**config.mk**
```make
export PLATFORM = sky130hd
export DESIGN_NAME = sfa_queue
export DESIGN_NICKNAME = d
export VERILOG_FILES = /design/src/design/secp256k1_field_alu_unit_defines.svh /design/src/design/sfa_pkg.sv /design/src/design/sfa_queue.sv
export SDC_FILE = /design/constraint.sdc
export NUM_CORES = 2
export LEC_CHECK = 0
export BUFFER_PORTS_ARGS = -buffer_cell sky130_fd_sc_hd__buf_4
export CAP_MARGIN = 0
export CORE_AREA = 2 2 507 509
export CTS_CLUSTER_SIZE = 24
export DETAILED_ROUTE_END_ITERATION = 6
export DIE_AREA = 0 0 509 511
export GPL_ROUTABILITY_DRIVEN = 0
export GPL_TIMING_DRIVEN = 1
export MAX_ROUTING_LAYER = met4
export RECOVER_POWER = 25
export SLEW_MARGIN = 15
export SYNTH_ARGS = -nofsm -noshare
export SYNTH_HDL_FRONTEND = slang
export SYNTH_SLANG_ARGS = --single-unit
```
**constraint.sdc**
```tcl
create_clock -name clk -period 18.59 [get_ports clk]
set_input_delay 2.7885 -clock clk [delete_from_list [all_inputs] [get_ports clk]]
set_output_delay 2.7885 -clock clk [all_outputs]
set_load 0.02 [all_outputs]
```
**src/design/secp256k1_field_alu_unit_defines.svh**
```systemverilog
// Assertion macros shared by the field unit.
`ifndef SECP256K1_FIELD_ALU_UNIT_DEFINES_SVH
`define SECP256K1_FIELD_ALU_UNIT_DEFINES_SVH
`ifndef SYNTH
// Same-cycle implication.
`define SFA_ASSERT_IMPL(lbl, clk, rst, a, b) \
  lbl: assert property (@(posedge clk) disable iff (rst) (a) |-> (b)) \
    else $error("field unit assertion failed");
// Next-cycle implication.
`define SFA_ASSERT_NEXT(lbl, clk, rst, a, b) \
  lbl: assert property (@(posedge clk) disable iff (rst) (a) |=> (b)) \
    else $error("field unit assertion failed");
`else
`define SFA_ASSERT_IMPL(lbl, clk, rst, a, b)
`define SFA_ASSERT_NEXT(lbl, clk, rst, a, b)
`endif
`endif

```
**src/design/sfa_pkg.sv**
```systemverilog
package sfa_pkg;

  // Operation selector codes as they arrive on the kind field.
  localparam logic [2:0] KIND_MUL  = 3'd0;
  localparam logic [2:0] KIND_SQR  = 3'd1;
  localparam logic [2:0] KIND_ADD  = 3'd2;
  localparam logic [2:0] KIND_NEG  = 3'd3;
  localparam logic [2:0] KIND_SMUL = 3'd4;
  localparam logic [2:0] KIND_NORM = 3'd5;

  // Field constants in radix 2^52.
  localparam logic [63:0] M52     = 64'hFFFFFFFFFFFFF;
  localparam logic [63:0] M48     = 64'h0FFFFFFFFFFFF;
  localparam logic [63:0] P_LIMB0 = 64'hFFFFEFFFFFC2F;
  localparam logic [63:0] P_LIMB4 = 64'hFFFFFFFFFFFF;
  // Low parts of the fold constants; the powers of two are done by shifts.
  localparam logic [13:0] FOLD_HI_LOW = 14'h3D10;
  localparam logic [9:0]  FOLD_LO_LOW = 10'h3D1;

  // Default queue depth and back-end pipeline length.
  localparam int Q_DEPTH   = 4;
  localparam int BK_STAGES = 20;

  // Decoded operation carried from front to back.
  typedef enum logic [2:0] {
    OP_NONE,
    OP_MUL,
    OP_SQR,
    OP_ADD,
    OP_NEG,
    OP_SMUL,
    OP_NORM
  } op_t;

  typedef struct packed {
    logic [2:0]  kind;
    logic [63:0] x_limb0;
    logic [63:0] x_limb1;
    logic [63:0] x_limb2;
    logic [63:0] x_limb3;
    logic [63:0] x_limb4;
    logic [63:0] y_limb0;
    logic [63:0] y_limb1;
    logic [63:0] y_limb2;
    logic [63:0] y_limb3;
    logic [63:0] y_limb4;
    logic [7:0]  scalar;
  } alu_in_t;

  typedef struct packed {
    logic [63:0] res_limb0;
    logic [63:0] res_limb1;
    logic [63:0] res_limb2;
    logic [63:0] res_limb3;
    logic [63:0] res_limb4;
    logic        is_zero;
    logic        is_odd;
  } alu_res_t;

  // Classified item held in the queue.
  typedef struct packed {
    op_t               op;
    logic [4:0][63:0]  x;
    logic [4:0][63:0]  y;
    logic [7:0]        scalar;
  } work_t;

  // Queue status seen by the front and the back.
  typedef struct packed {
    logic full;
    logic empty;
  } q_stat_t;

endpackage

```
**src/design/sfa_queue.sv**
```systemverilog
module sfa_queue #(
  parameter int DEPTH = sfa_pkg::Q_DEPTH
) (
  input  logic             clk,
  input  logic             rst,
  input  logic             push,
  input  sfa_pkg::work_t   push_data,
  output sfa_pkg::q_stat_t q_stat,
  output logic             pop,
  output sfa_pkg::work_t   head
);
  import sfa_pkg::*;

  localparam int PW = (DEPTH > 1) ? $clog2(DEPTH) : 1;
  localparam int CW = $clog2(DEPTH + 1);

  work_t         mem [DEPTH];
  logic [PW-1:0] wr_ptr;
  logic [PW-1:0] rd_ptr;
  logic [CW-1:0] count;

  assign q_stat.full  = (count == CW'(DEPTH));
  assign q_stat.empty = (count == '0);
  // The back end never stalls, so the head leaves as soon as it is there.
  assign pop  = ~q_stat.empty;
  assign head = mem[rd_ptr];

  // Pointers and fill count.
  always_ff @(posedge clk) begin
    if (rst) begin
      wr_ptr <= '0;
      rd_ptr <= '0;
      count  <= '0;
    end else begin
      if (push) begin
        wr_ptr <= (wr_ptr == PW'(DEPTH - 1)) ? '0 : wr_ptr + PW'(1);
      end
      if (pop) begin
        rd_ptr <= (rd_ptr == PW'(DEPTH - 1)) ? '0 : rd_ptr + PW'(1);
      end
      count <= count + CW'(push) - CW'(pop);
    end
  end

  // Storage write.
  always_ff @(posedge clk) begin
    if (push) begin
      mem[wr_ptr] <= push_data;
    end
  end

endmodule

```
==> impl_metrics.env <==
export IMPL_postPlaceCellArea_um2=108000
export IMPL_drc=0
export IMPL_hold_path_class="reg2reg"
export IMPL_tightest_slew_ns=1.34
export IMPL_post_route_min_period_ns=8.13
export IMPL_wl_um=237000
export IMPL_fin_worst_skew_ns=0.0898
export IMPL_antenna_left=0
export IMPL_cts_tree="built"
export IMPL_worst_setup_path_type="reg2out"
export IMPL_vias=43322
export IMPL_slew_violations=0
export IMPL_cts_setup_buffers=0
export IMPL_outcome="completed"
export IMPL_fp_dieW_um=509
export IMPL_clk_latency_ns=0.93
export IMPL_cts_buffers=291
export IMPL_clock_sinks=2613
export IMPL_antenna_found_initial=116
export IMPL_dieArea_um2=260000
export IMPL_synthAdderAreaFrac_pct=0.114
export IMPL_critPathLaunchType="flop"
export IMPL_wl_met2_um=116000
export IMPL_muxShareOfSynthArea_pct=15.6
export IMPL_viasPerCell=5.02
export IMPL_wl_per_cell_um=27.5
export IMPL_stdcell_area_um2=115000
export IMPL_setup_viol=0
export IMPL_synth_nets=4106
export IMPL_synth_top_family_by_area="multiplexers"
export IMPL_synth_warnings=0
export IMPL_yosys_area_share_simple_pct=0.0968
export IMPL_layout_nets=5610
export IMPL_worst_setup_path_end_kind="primary output"
export IMPL_dp_hpwl_um=155000
export IMPL_met3_wirelength_um=27700
export IMPL_synth_edf_count=2604
export IMPL_num_rows=186
export IMPL_p_per_area_nw_per_um2=146
export IMPL_yosys_register_bits=2613
export IMPL_rsz0062_at_grt="false"
export IMPL_syn_area_um2=94300
export IMPL_drt_met1_wl_um=87700
export IMPL_top_level_ports=1308
export IMPL_timing_slew_headroom_pct=10.9
export IMPL_syn_area_per_cell_um2=27.4
export IMPL_grt_ovfl_total=0
export IMPL_final_common_cell="edfxtp_1"
export IMPL_crit_arrival_ns=5.34
export IMPL_period_share_pct=43.7
export IMPL_grt_pass1_wl_um=332000
export IMPL_hold_violations=0
export IMPL_grt_total_usage_pct=18.3
export IMPL_clk_pin_slew_worst_paths_ns=0.06
export IMPL_final_cell_mix="edfxtp_1, buf_4, mux4_2, clkbuf_1, clkbuf_16"
export IMPL_yosysUniqueCellTypes=24
export IMPL_drtIter0Drc=3900
export IMPL_clock_path_buffers=4
export IMPL_coreArea_um2=255000
export IMPL_maxCapViolations=0
export IMPL_synth_compound_area_share_pct=0.0186
export IMPL_ctsHoldBuffers=0
export IMPL_grt_pass1_vias=44944
export IMPL_synth_xor_area_share_pct=0.0239
export IMPL_cts_root_buf="clkbuf_16"
export IMPL_h_tree_depth=5
export IMPL_crit_path_max_fanout=79
export IMPL_timing_hold_ws_ns=0.547
export IMPL_grt_max_degree=139
export IMPL_area_growth_pct=22.4
export IMPL_ys_seq_area_share_pct=83.1
export IMPL_start_util_pct=36.9
export IMPL_drive_gt1_share_pct=38.5
export IMPL_clock_fmax_mhz=123
export IMPL_drt_first_pass_iters=5
export IMPL_die_h_um=511
export IMPL_ys_flop_type="edfxtp_1"
export IMPL_synthCells=3444
export IMPL_async_flop_share_pct=0
export IMPL_ir_worst_vdd_mv=0.124
export IMPL_crit_required_ns=15.80
export IMPL_top_layer="met4"
export IMPL_p_leak_nw=37.1
export IMPL_finalSetupTns_ns=0
export IMPL_cts_resized=0
export IMPL_io_buffers=1307
-- final cells by class --
type | instances | area [um2]
sequential | 2613 | 78400
clock inverter | 134 | 1160
antenna | 92 | 230
tap | 3384 | 4230
fill | 21388 | 140000
clock buffer | 360 | 7670
inverter | 6 | 22.5
timing repair buffer | 1356 | 8840
multi-input combinational | 680 | 14900
-- state kept, by name, summed over array words and instances, names as in the netlist, named ones only --
register	cells
count	3
mem	2604
rd_ptr	2
wr_ptr	2
-- kinds of logic (layout without fill, tap and decap cells) --
logic type               Yosys count  in the layout
buffers and inverters            151           1856
other                              0             92
AND/OR/NAND/NOR                   15             15
AO/OA/AOI/OAI                      3              3
XOR/XNOR                           1              1
flip-flops                      2613           2613
adder cells (fa/ha/maj)            8              8
multiplexers                     653            653
-- power breakdown --
group          switching [mW]  leakage [nW]  total, mW  internal, mW
clock                    2.20          4.32       5.36          3.16
sequential             0.0988          24.0       6.84          6.74
combinational            2.65          8.82       4.65          2.00
total                    4.95          37.1       16.9          11.9
-- synth_stat cells (2+ instances only) --
cell type	number	area, um2
nor2_1	3	11.3
ha_1	7	87.6
edfxtp_1	2604	78200
mux4_2	651	14700
dfxtp_1	9	180
buf_4	21	158
and2_1	4	25.0
nor2b_1	2	12.5
clkbuf_1	22	82.6
inv_1	6	22.5
a21oi_1	2	10.0
buf_6	43	484
buf_2	50	250
nor3_1	2	10.0
buf_1	9	33.8
-- path summary, 6_finish.rpt --
path	to	slack, ns	start	cells after the start
hold reg to reg	wr_ptr[0]	0.55	wr_ptr[0]	2
setup reg to reg	mem[1][635]	13.58	wr_ptr[0]	6
hold / removal	wr_ptr[0]	0.55	wr_ptr[0]	2
setup / recovery	head[175]	10.46	flop	5
-- stage by stage --
step / setup slack (ns) / cells / power (mW) / utilization, %
global route: 9.84 / 8601 / 17.5 / 45.2
detailed placement: 11.12 / 8039 / 11.7 / 42.3
global placement: 11.08 / 8039 / 11.7 / 42.3
floorplan: 0.112 / 3444 / 9.86 / -
finish: 10.46 / 8625 / 16.9 / 45.2
CTS: 10.14 / 8533 / 17.1 / 45.7
-- per-layer routing --
metal,vias to the layer above,GRT usage (%)
li1,18265,-
met3,378,8.03
met1,22931,21.3
met4,0,4.77
met5,-,-
met2,1748,29.0
-- worst max-delay path, cell delays in order (launching register included) --
cell	delay, ns
dfxtp_4	1.00
buf_4	0.89
buf_12	0.54
buf_4	0.88
mux4_2	0.63
buf_4	0.18
Note: power is estimated with default switching activity, not from simulation.
