## src/design/secp256k1_field_alu_unit_defines.svh

```systemverilog
// Assertion macros shared by the field unit.
`ifndef SECP256K1_FIELD_ALU_UNIT_DEFINES_SVH
`define SECP256K1_FIELD_ALU_UNIT_DEFINES_SVH
`ifndef SYNTH
// Same-cycle implication.
`define SFA_ASSERT_IMPL(lbl, clk, rst, a, b) \
  lbl: assert property (@(posedge clk) disable iff (rst) (a) |-> (b)) \
    else $error("field unit assertion failed");
// Next-cycle implication.
`define SFA_ASSERT_NEXT(lbl, clk, rst, a, b) \
  lbl: assert property (@(posedge clk) disable iff (rst) (a) |=> (b)) \
    else $error("field unit assertion failed");
`else
`define SFA_ASSERT_IMPL(lbl, clk, rst, a, b)
`define SFA_ASSERT_NEXT(lbl, clk, rst, a, b)
`endif
`endif

```

## src/design/sfa_pkg.sv

```systemverilog
package sfa_pkg;

  // Operation selector codes as they arrive on the kind field.
  localparam logic [2:0] KIND_MUL  = 3'd0;
  localparam logic [2:0] KIND_SQR  = 3'd1;
  localparam logic [2:0] KIND_ADD  = 3'd2;
  localparam logic [2:0] KIND_NEG  = 3'd3;
  localparam logic [2:0] KIND_SMUL = 3'd4;
  localparam logic [2:0] KIND_NORM = 3'd5;

  // Field constants in radix 2^52.
  localparam logic [63:0] M52     = 64'hFFFFFFFFFFFFF;
  localparam logic [63:0] M48     = 64'h0FFFFFFFFFFFF;
  localparam logic [63:0] P_LIMB0 = 64'hFFFFEFFFFFC2F;
  localparam logic [63:0] P_LIMB4 = 64'hFFFFFFFFFFFF;
  // Low parts of the fold constants; the powers of two are done by shifts.
  localparam logic [13:0] FOLD_HI_LOW = 14'h3D10;
  localparam logic [9:0]  FOLD_LO_LOW = 10'h3D1;

  // Default queue depth and back-end pipeline length.
  localparam int Q_DEPTH   = 4;
  localparam int BK_STAGES = 20;

  // Decoded operation carried from front to back.
  typedef enum logic [2:0] {
    OP_NONE,
    OP_MUL,
    OP_SQR,
    OP_ADD,
    OP_NEG,
    OP_SMUL,
    OP_NORM
  } op_t;

  typedef struct packed {
    logic [2:0]  kind;
    logic [63:0] x_limb0;
    logic [63:0] x_limb1;
    logic [63:0] x_limb2;
    logic [63:0] x_limb3;
    logic [63:0] x_limb4;
    logic [63:0] y_limb0;
    logic [63:0] y_limb1;
    logic [63:0] y_limb2;
    logic [63:0] y_limb3;
    logic [63:0] y_limb4;
    logic [7:0]  scalar;
  } alu_in_t;

  typedef struct packed {
    logic [63:0] res_limb0;
    logic [63:0] res_limb1;
    logic [63:0] res_limb2;
    logic [63:0] res_limb3;
    logic [63:0] res_limb4;
    logic        is_zero;
    logic        is_odd;
  } alu_res_t;

  // Classified item held in the queue.
  typedef struct packed {
    op_t               op;
    logic [4:0][63:0]  x;
    logic [4:0][63:0]  y;
    logic [7:0]        scalar;
  } work_t;

  // Queue status seen by the front and the back.
  typedef struct packed {
    logic full;
    logic empty;
  } q_stat_t;

endpackage

```

## src/design/sfa_front.sv

```systemverilog
module sfa_front (
  input  logic            clk,
  input  logic            rst,
  input  logic            start,
  input  sfa_pkg::alu_in_t item,
  input  sfa_pkg::q_stat_t q_stat,
  output logic            busy,
  output logic            push,
  output sfa_pkg::work_t  push_data
);
  import sfa_pkg::*;

  logic  valid;
  work_t held;
  work_t held_next;
  logic  take;

  // The front stage stalls only when it holds an item the queue cannot take.
  assign busy      = valid & q_stat.full;
  assign take      = start & ~busy;
  assign push      = valid & ~q_stat.full;
  assign push_data = held;

  // Classify the selector and gather the limbs into arrays.
  always_comb begin
    held_next.x      = {item.x_limb4, item.x_limb3, item.x_limb2, item.x_limb1, item.x_limb0};
    held_next.y      = {item.y_limb4, item.y_limb3, item.y_limb2, item.y_limb1, item.y_limb0};
    held_next.scalar = item.scalar;
    case (item.kind)
      KIND_MUL:  held_next.op = OP_MUL;
      KIND_SQR:  held_next.op = OP_SQR;
      KIND_ADD:  held_next.op = OP_ADD;
      KIND_NEG:  held_next.op = OP_NEG;
      KIND_SMUL: held_next.op = OP_SMUL;
      KIND_NORM: held_next.op = OP_NORM;
      default:   held_next.op = OP_NONE;
    endcase
  end

  // Holding register valid flag.
  always_ff @(posedge clk) begin
    if (rst) begin
      valid <= 1'b0;
    end else if (take) begin
      valid <= 1'b1;
    end else if (push) begin
      valid <= 1'b0;
    end
  end

  // Payload loads on every transfer.
  always_ff @(posedge clk) begin
    if (take) begin
      held <= held_next;
    end
  end

endmodule

```

## config.mk

```make
export PLATFORM = sky130hd
export DESIGN_NAME = sfa_front
export DESIGN_NICKNAME = d
export VERILOG_FILES = /design/src/design/secp256k1_field_alu_unit_defines.svh /design/src/design/sfa_pkg.sv /design/src/design/sfa_front.sv
export SDC_FILE = /design/constraint.sdc
export NUM_CORES = 1
export LEC_CHECK = 0
export ABC_CLOCK_PERIOD_IN_PS = 35700
export BUFFER_PORTS_ARGS = -buffer_cell sky130_fd_sc_hd__buf_4
export CELL_PAD_IN_SITES_DETAIL_PLACEMENT = 1
export CELL_PAD_IN_SITES_GLOBAL_PLACEMENT = 2
export CORE_AREA = 2 2 510 512
export CTS_CLUSTER_SIZE = 24
export DETAILED_ROUTE_END_ITERATION = 12
export DIE_AREA = 0 0 512 514
export PLACE_DENSITY_LB_ADDON = 0.1
export SLEW_MARGIN = 15
export SYNTH_ARGS = -nofsm -noshare
export SYNTH_HDL_FRONTEND = slang
export SYNTH_SLANG_ARGS = --single-unit
```

## constraint.sdc

```tcl
create_clock -name clk -period 35.7 [get_ports clk]
set_input_delay 7.14 -clock clk [delete_from_list [all_inputs] [get_ports clk]]
set_output_delay 7.14 -clock clk [all_outputs]
set_load 0.005 [all_outputs]
```

==> metrics, run 1 <==
status finished clean; post-synth net total ~1300; RSZ-0062 raised after global routing false; met3 wire length between 20000 and 25000 um; Die ar. 263000 um^2; DRT met1 WL between 30000 and 40000 um; Mapped Cells about 660; later-pin clock latency in the skew report around 0.71 ns; Die Width 512 um; Netlist Area Pre-Place just under 20000 um^2; post-synthesis register bit count 652; Setup WS pre-CTS between 20 and 25 ns; critical path fanouts, max 3; antenna-violating nets left 0; Core Region between 200000 and 300000 um^2; Most used DFF post-synth edfxtp_1; sequential-to-total area share from yosys stat 99.7%; # IOs approximately 1300; most common library cells after synthesis edfxtp_1, a21oi_1, nor2_1, nor2b_1; Worst Hold Depth 2; Crit. Startpoint q_stat[1]; synth warn 0; Std-Cell Rows between 150 and 200; R2R depth 6; fmax 0.0668 GHz; Hold Path Class reg2reg; clock buffer depth 3; routed vias 13246; fraction of layout cells with a size suffix above 1 67.4%; Die Height between 500 and 600 um; Max VDD drop about 0.030 mV; Worst EP arrival 7.84 ns; r2r startpoint valid; area of the multi-input gates 72.6 um^2; startpoint types input pin; hpwl dp between 100000 and 150000 um; CTS buffer count 96; pwr/cell area 54.5 nW/um^2; Avg Cell Area, Syn 29.7 um^2; Tightest Pin Transition 1.01 ns; Worst Skew 0.0261 ns; crit path time final 14.98 ns; FF+latch area 19600 um^2; WL final 127000 um; Post-CTS Resized 0; wire length on met2 63500 um; GRT overflow 0; clock-pin slew on the worst setup and hold paths 0.05 ns; slew margin rel. about a third; Avg WL per Cell 22.7 um; Fin. Hold Viols 0; cts hold-fix bufs 0; largest net degree at the start of global routing 69; number of synthesized flops with an enable pin 651; leakage power 14.1 nW; worst setup path category in2out; clock sinks between 600 and 700; fillcell total 29190; antenna violations before repair 84; drt first pass iters 4; Setup Viol. Count Final 0; Synth area leaders edfxtp_1, dfxtp_1, mux2_4, nor2b_1, a21oi_1; Crit. End Element output port; first-pass GRT wire length roughly 160000 um; CTS root buf clkbuf_16; Setup Buffers After CTS 0; H-tree levels 3; Final period util 42.0%; # port buffers approximately 1300; final slew viol count 0; hold path startpoint valid; Post-synth ARST share 0%; share of the synthesized area in the top cell type 99.6%; Final nets 2735; GR Util All Layers 9.24%; final setup TNS 0 ns; Syn-to-layout area delta 87.6%; WP data required 28.56 ns; GPL Wtd Cong between 0.7 and 0.8; number of distinct library cells after synthesis 9; initial core utilization 7.61%; Post-route DRC 0; vias in the first global route 14958; Max Used Layer met5; CTS tree done; Setup WS post-layout 20.72 ns; vias per inst 2.37; DR iter-0 viols 550; most common cell in the netlist edfxtp_1; maxcap violations 0; area leader, netlist edfxtp_1
## worst paths after layout
kind / slack, ns / end
worst max-delay path: 20.72 / push
worst min-delay path: 0.55 / valid
worst max register to register: 31.02 / push_data[70]
worst min register to register: 0.55 / valid
## sequential cells by signal (all words and copies together) (netlist names)
name       flops
push_data    651
valid          1
## final cells by class
type	instances	share of cell area, %
well taps	3402	11.6
diodes	24	0.163
multi-input cells	10	0.197
flip-flops and latches	652	53.1
clock buffers	118	6.81
repair buffers	1319	26.9
clock inverters	55	1.25
## metal layers
layer / vias to the layer above / track usage [%]
met2: 973 / 16.3
met4: 92 / 2.59
met3: 231 / 7.35
li1: 5617 / -
met5: - / 0
met1: 6333 / 7.91
## through the flow
step	util, %	total power [mW]	hold WS [ns]	cells	area (um^2)
2_1_floorplan	-	0.969	0.457	662	19600
3_3_place_gp	13.1	1.11	0.524	5383	33800
3_5_place_dp	13.1	1.11	0.516	5383	33800
4_1_cts	14.2	2.08	0.543	5556	36800
5_1_grt	14.2	2.10	0.643	5560	36800
6_report	14.3	2.01	0.546	5580	36800
## report_power, final
part / internal, mW / switching (mW) / total (mW) / leakage, nW
logic: 0.0945 / 0.0769 / 0.171 / 6.38
clock network: 0.534 / 0.387 / 0.921 / 1.45
registers: 0.898 / 0.0156 / 0.914 / 6.31
total: 1.53 / 0.480 / 2.01 / 14.1
## cell families after synthesis
family | Yosys count | share of synthesized area [%]
multiplexers | 2 | 0.127
AND/OR/NAND/NOR | 6 | 0.153
flip-flops | 652 | 99.7
AO/OA/AOI/OAI | 2 | 0.0510
## worst max-delay path: stages
cell	delay (ns)
buf_4	0.12
nor2b_1	0.34
buf_4	0.23
## cells in the final DEF (no fill, tap or decap)
cell / instances
clkbuf_1: 21
clkinv_16: 1
clkinv_8: 1
nor2_1: 2
a21oi_1: 2
clkinv_2: 19
bufinv_16: 5
edfxtp_1: 651
nor2b_1: 1
inv_6: 1
inv_16: 2
diode_2: 24
clkinv_1: 21
nand2_1: 1
buf_4: 1319
and2_1: 1
clkinv_4: 2
clkinvlp_4: 3
dfxtp_1: 1
mux2_4: 1
mux2i_1: 1
clkbuf_16: 97
nor2b_4: 1
(Power assumes the default switching activity.)
==> run 2, diff against run 1 <==
--- a/config.mk
+++ b/config.mk
@@ -5,14 +5,14 @@
 export SDC_FILE = /design/constraint.sdc
 export NUM_CORES = 1
 export LEC_CHECK = 0
-export ABC_CLOCK_PERIOD_IN_PS = 35700
+export ABC_CLOCK_PERIOD_IN_PS = 15100
 export BUFFER_PORTS_ARGS = -buffer_cell sky130_fd_sc_hd__buf_4
 export CELL_PAD_IN_SITES_DETAIL_PLACEMENT = 1
 export CELL_PAD_IN_SITES_GLOBAL_PLACEMENT = 2
-export CORE_AREA = 2 2 510 512
+export CORE_AREA = 2 2 505 507
 export CTS_CLUSTER_SIZE = 24
 export DETAILED_ROUTE_END_ITERATION = 12
-export DIE_AREA = 0 0 512 514
+export DIE_AREA = 0 0 507 509
 export PLACE_DENSITY_LB_ADDON = 0.1
 export SLEW_MARGIN = 15
 export SYNTH_ARGS = -nofsm -noshare
==> constraint.sdc (replaced) <==
create_clock -name clk -period 15.1 [get_ports clk]
set_input_delay 3.02 -clock clk [delete_from_list [all_inputs] [get_ports clk]]
set_output_delay 3.02 -clock clk [all_outputs]
set_load 0.005 [all_outputs]
==> run 2 against run 1 <==
Critical path depth unchanged. Global-route usage barely moved. Clock power increased by 130%. Register-to-register slack worse by 19 ns. Non-clock buffer count fell by 4. Critical path type unchanged.
==> metrics, run 2 (same netlist as run 1, synthesis figures left out) <==
# IOs 1309 (unchanged); Std-Cell Rows 185 (-1.1%); WP data required 12.08 ns (-16.48 ns); Setup Viol. Count Final 0 (unchanged); vias in the first global route 14611 (-2.3%); vias per inst 2.37 (about the same); Avg WL per Cell 22.7 um (+0.16%); Worst EP arrival 3.78 ns (-4.06 ns); final setup TNS 0 ns (unchanged); cts hold-fix bufs 0 (unchanged); Die ar. 258000 um^2 (-1.9%); Worst Skew 0.0263 ns (+0.000214 ns); routed vias 13109 (-1.0%); Fin. Hold Viols 0 (unchanged); Syn-to-layout area delta 86.7%; GR Util All Layers 9.28% (+0.033 points); fin util 14.5% (+0.23 points); Tightest Pin Transition 0.954 ns (-0.0540 ns); design area 36700 um^2 (-0.45%); Setup WS pre-CTS 8.10 ns (-12.45 ns); later-pin clock latency in the skew report 0.69 ns (-0.02 ns); commonest cells after routing, fill and taps aside buf_4, edfxtp_1, clkbuf_16; status finished clean; initial core utilization 7.77% (+0.16 points); placed cells 5343 (-0.74%); GPL Wtd Cong 0.782 (+0.21%); RSZ-0062 raised after global routing false; first-pass GRT wire length 157000 um (-1.7%); WL final 125000 um (-0.90%); Post-CTS Resized 0 (unchanged); Die Width 507 um (-0.98%); drt first pass iters 6 (+2); worst setup path category in2out; largest net degree at the start of global routing 133 (+93%); H-tree levels 3 (unchanged); Post-Layout Cell Count 5521 (-1.1%); leading cell type in the layout, fill and taps excluded buf_4; Placed Area 33800 um^2 (-0.11%); Die Height 509 um (-0.97%); CTS tree done; slew margin rel. 36.4% (+3.7 points); CTS buffer count 92 (-4.2%); leakage power 14.1 nW (-0.43%); Final nets 2727 (-0.29%); Post-route DRC 0 (unchanged); Final period util 45.1%; worst hold slack 0.527 ns (-0.0186 ns); Overall Power 4.69 mW (+130%); Setup WS post-layout 8.30 ns (-12.43 ns); clock-pin slew on the worst setup and hold paths 0.05 ns (about the same); # port buffers 1307 (unchanged); pwr/cell area 128 nW/um^2 (+130%); antenna violations before repair 55 (-35%); fmax approximately 0.15 GHz; maxcap violations 0 (unchanged); max reg flops 651 (unchanged); DR iter-0 viols 691 (+26%); clock sinks 652 (unchanged); crit path time final 6.80 ns; hpwl dp 104000 um (-0.90%); Max VDD drop 0.0692 mV (+130%); GRT overflow 0 (unchanged); CTS root buf clkbuf_16; Crit. End Element output port; startpoint types input pin; clock buffer depth 3 (unchanged); Hold Path Class reg2reg; Setup Buffers After CTS 0 (unchanged); critical path fanouts, max 3 (unchanged); fraction of layout cells with a size suffix above 1 67.5% (about the same); Core Region 253000 um^2 (-2.1%); final slew viol count 0 (unchanged); antenna-violating nets left 0 (unchanged)
## run 2: cell types whose count changed in the layout (fill, tap and decap cells not counted), moves of 2 or more
cell / previous run / this run
clkbuf_8: 0 / 4
buf_12: 0 / 3
clkbuf_1: 21 / 18
clkbuf_16: 97 / 92
buf_4: 1319 / 1312
clkinv_1: 21 / 18
clkinv_8: 1 / 3
clkinv_2: 19 / 15
diode_2: 24 / 16
## run 2: worst max-delay path, stage by stage
cell and delay [ns]:
buf_4 0.12, nor2b_1 0.40, buf_4 0.23
## run 2: final timing paths
kind / start / to / slack (ns) / depth (start not counted)
max: q_stat[1] / push / 8.30 / 3
min: valid / valid / 0.53 / 2
max reg2reg: valid / push_data[631] / 11.74 / 5
min reg2reg: valid / valid / 0.53 / 2
## run 2: final cells by class
type	count	area [um^2]
sequential	652	19600
clock inverter	48	432
timing repair buffer	1315	9910
fill	28518	216000
antenna	16	40.0
multi-input combinational	10	72.6
tap	3366	4210
clock buffer	114	2420
## run 2: power by group
part           internal (mW)  leakage, nW  total, mW  switching (mW)
Sequential              2.12         6.31       2.16          0.0380
Combinational          0.224         6.37      0.408           0.184
Clock                   1.23         1.40       2.12           0.883
Total                   3.58         14.1       4.69            1.10
## run 2: layer usage
| metal | share of wire, % | GRT usage (%) |
|---|---|---|
| met1 | 32 | 8.55 |
| met5 | 0.21 | 0 |
| met3 | 16 | 6.81 |
| met4 | 2.5 | 2.69 |
| met2 | 49 | 16.0 |
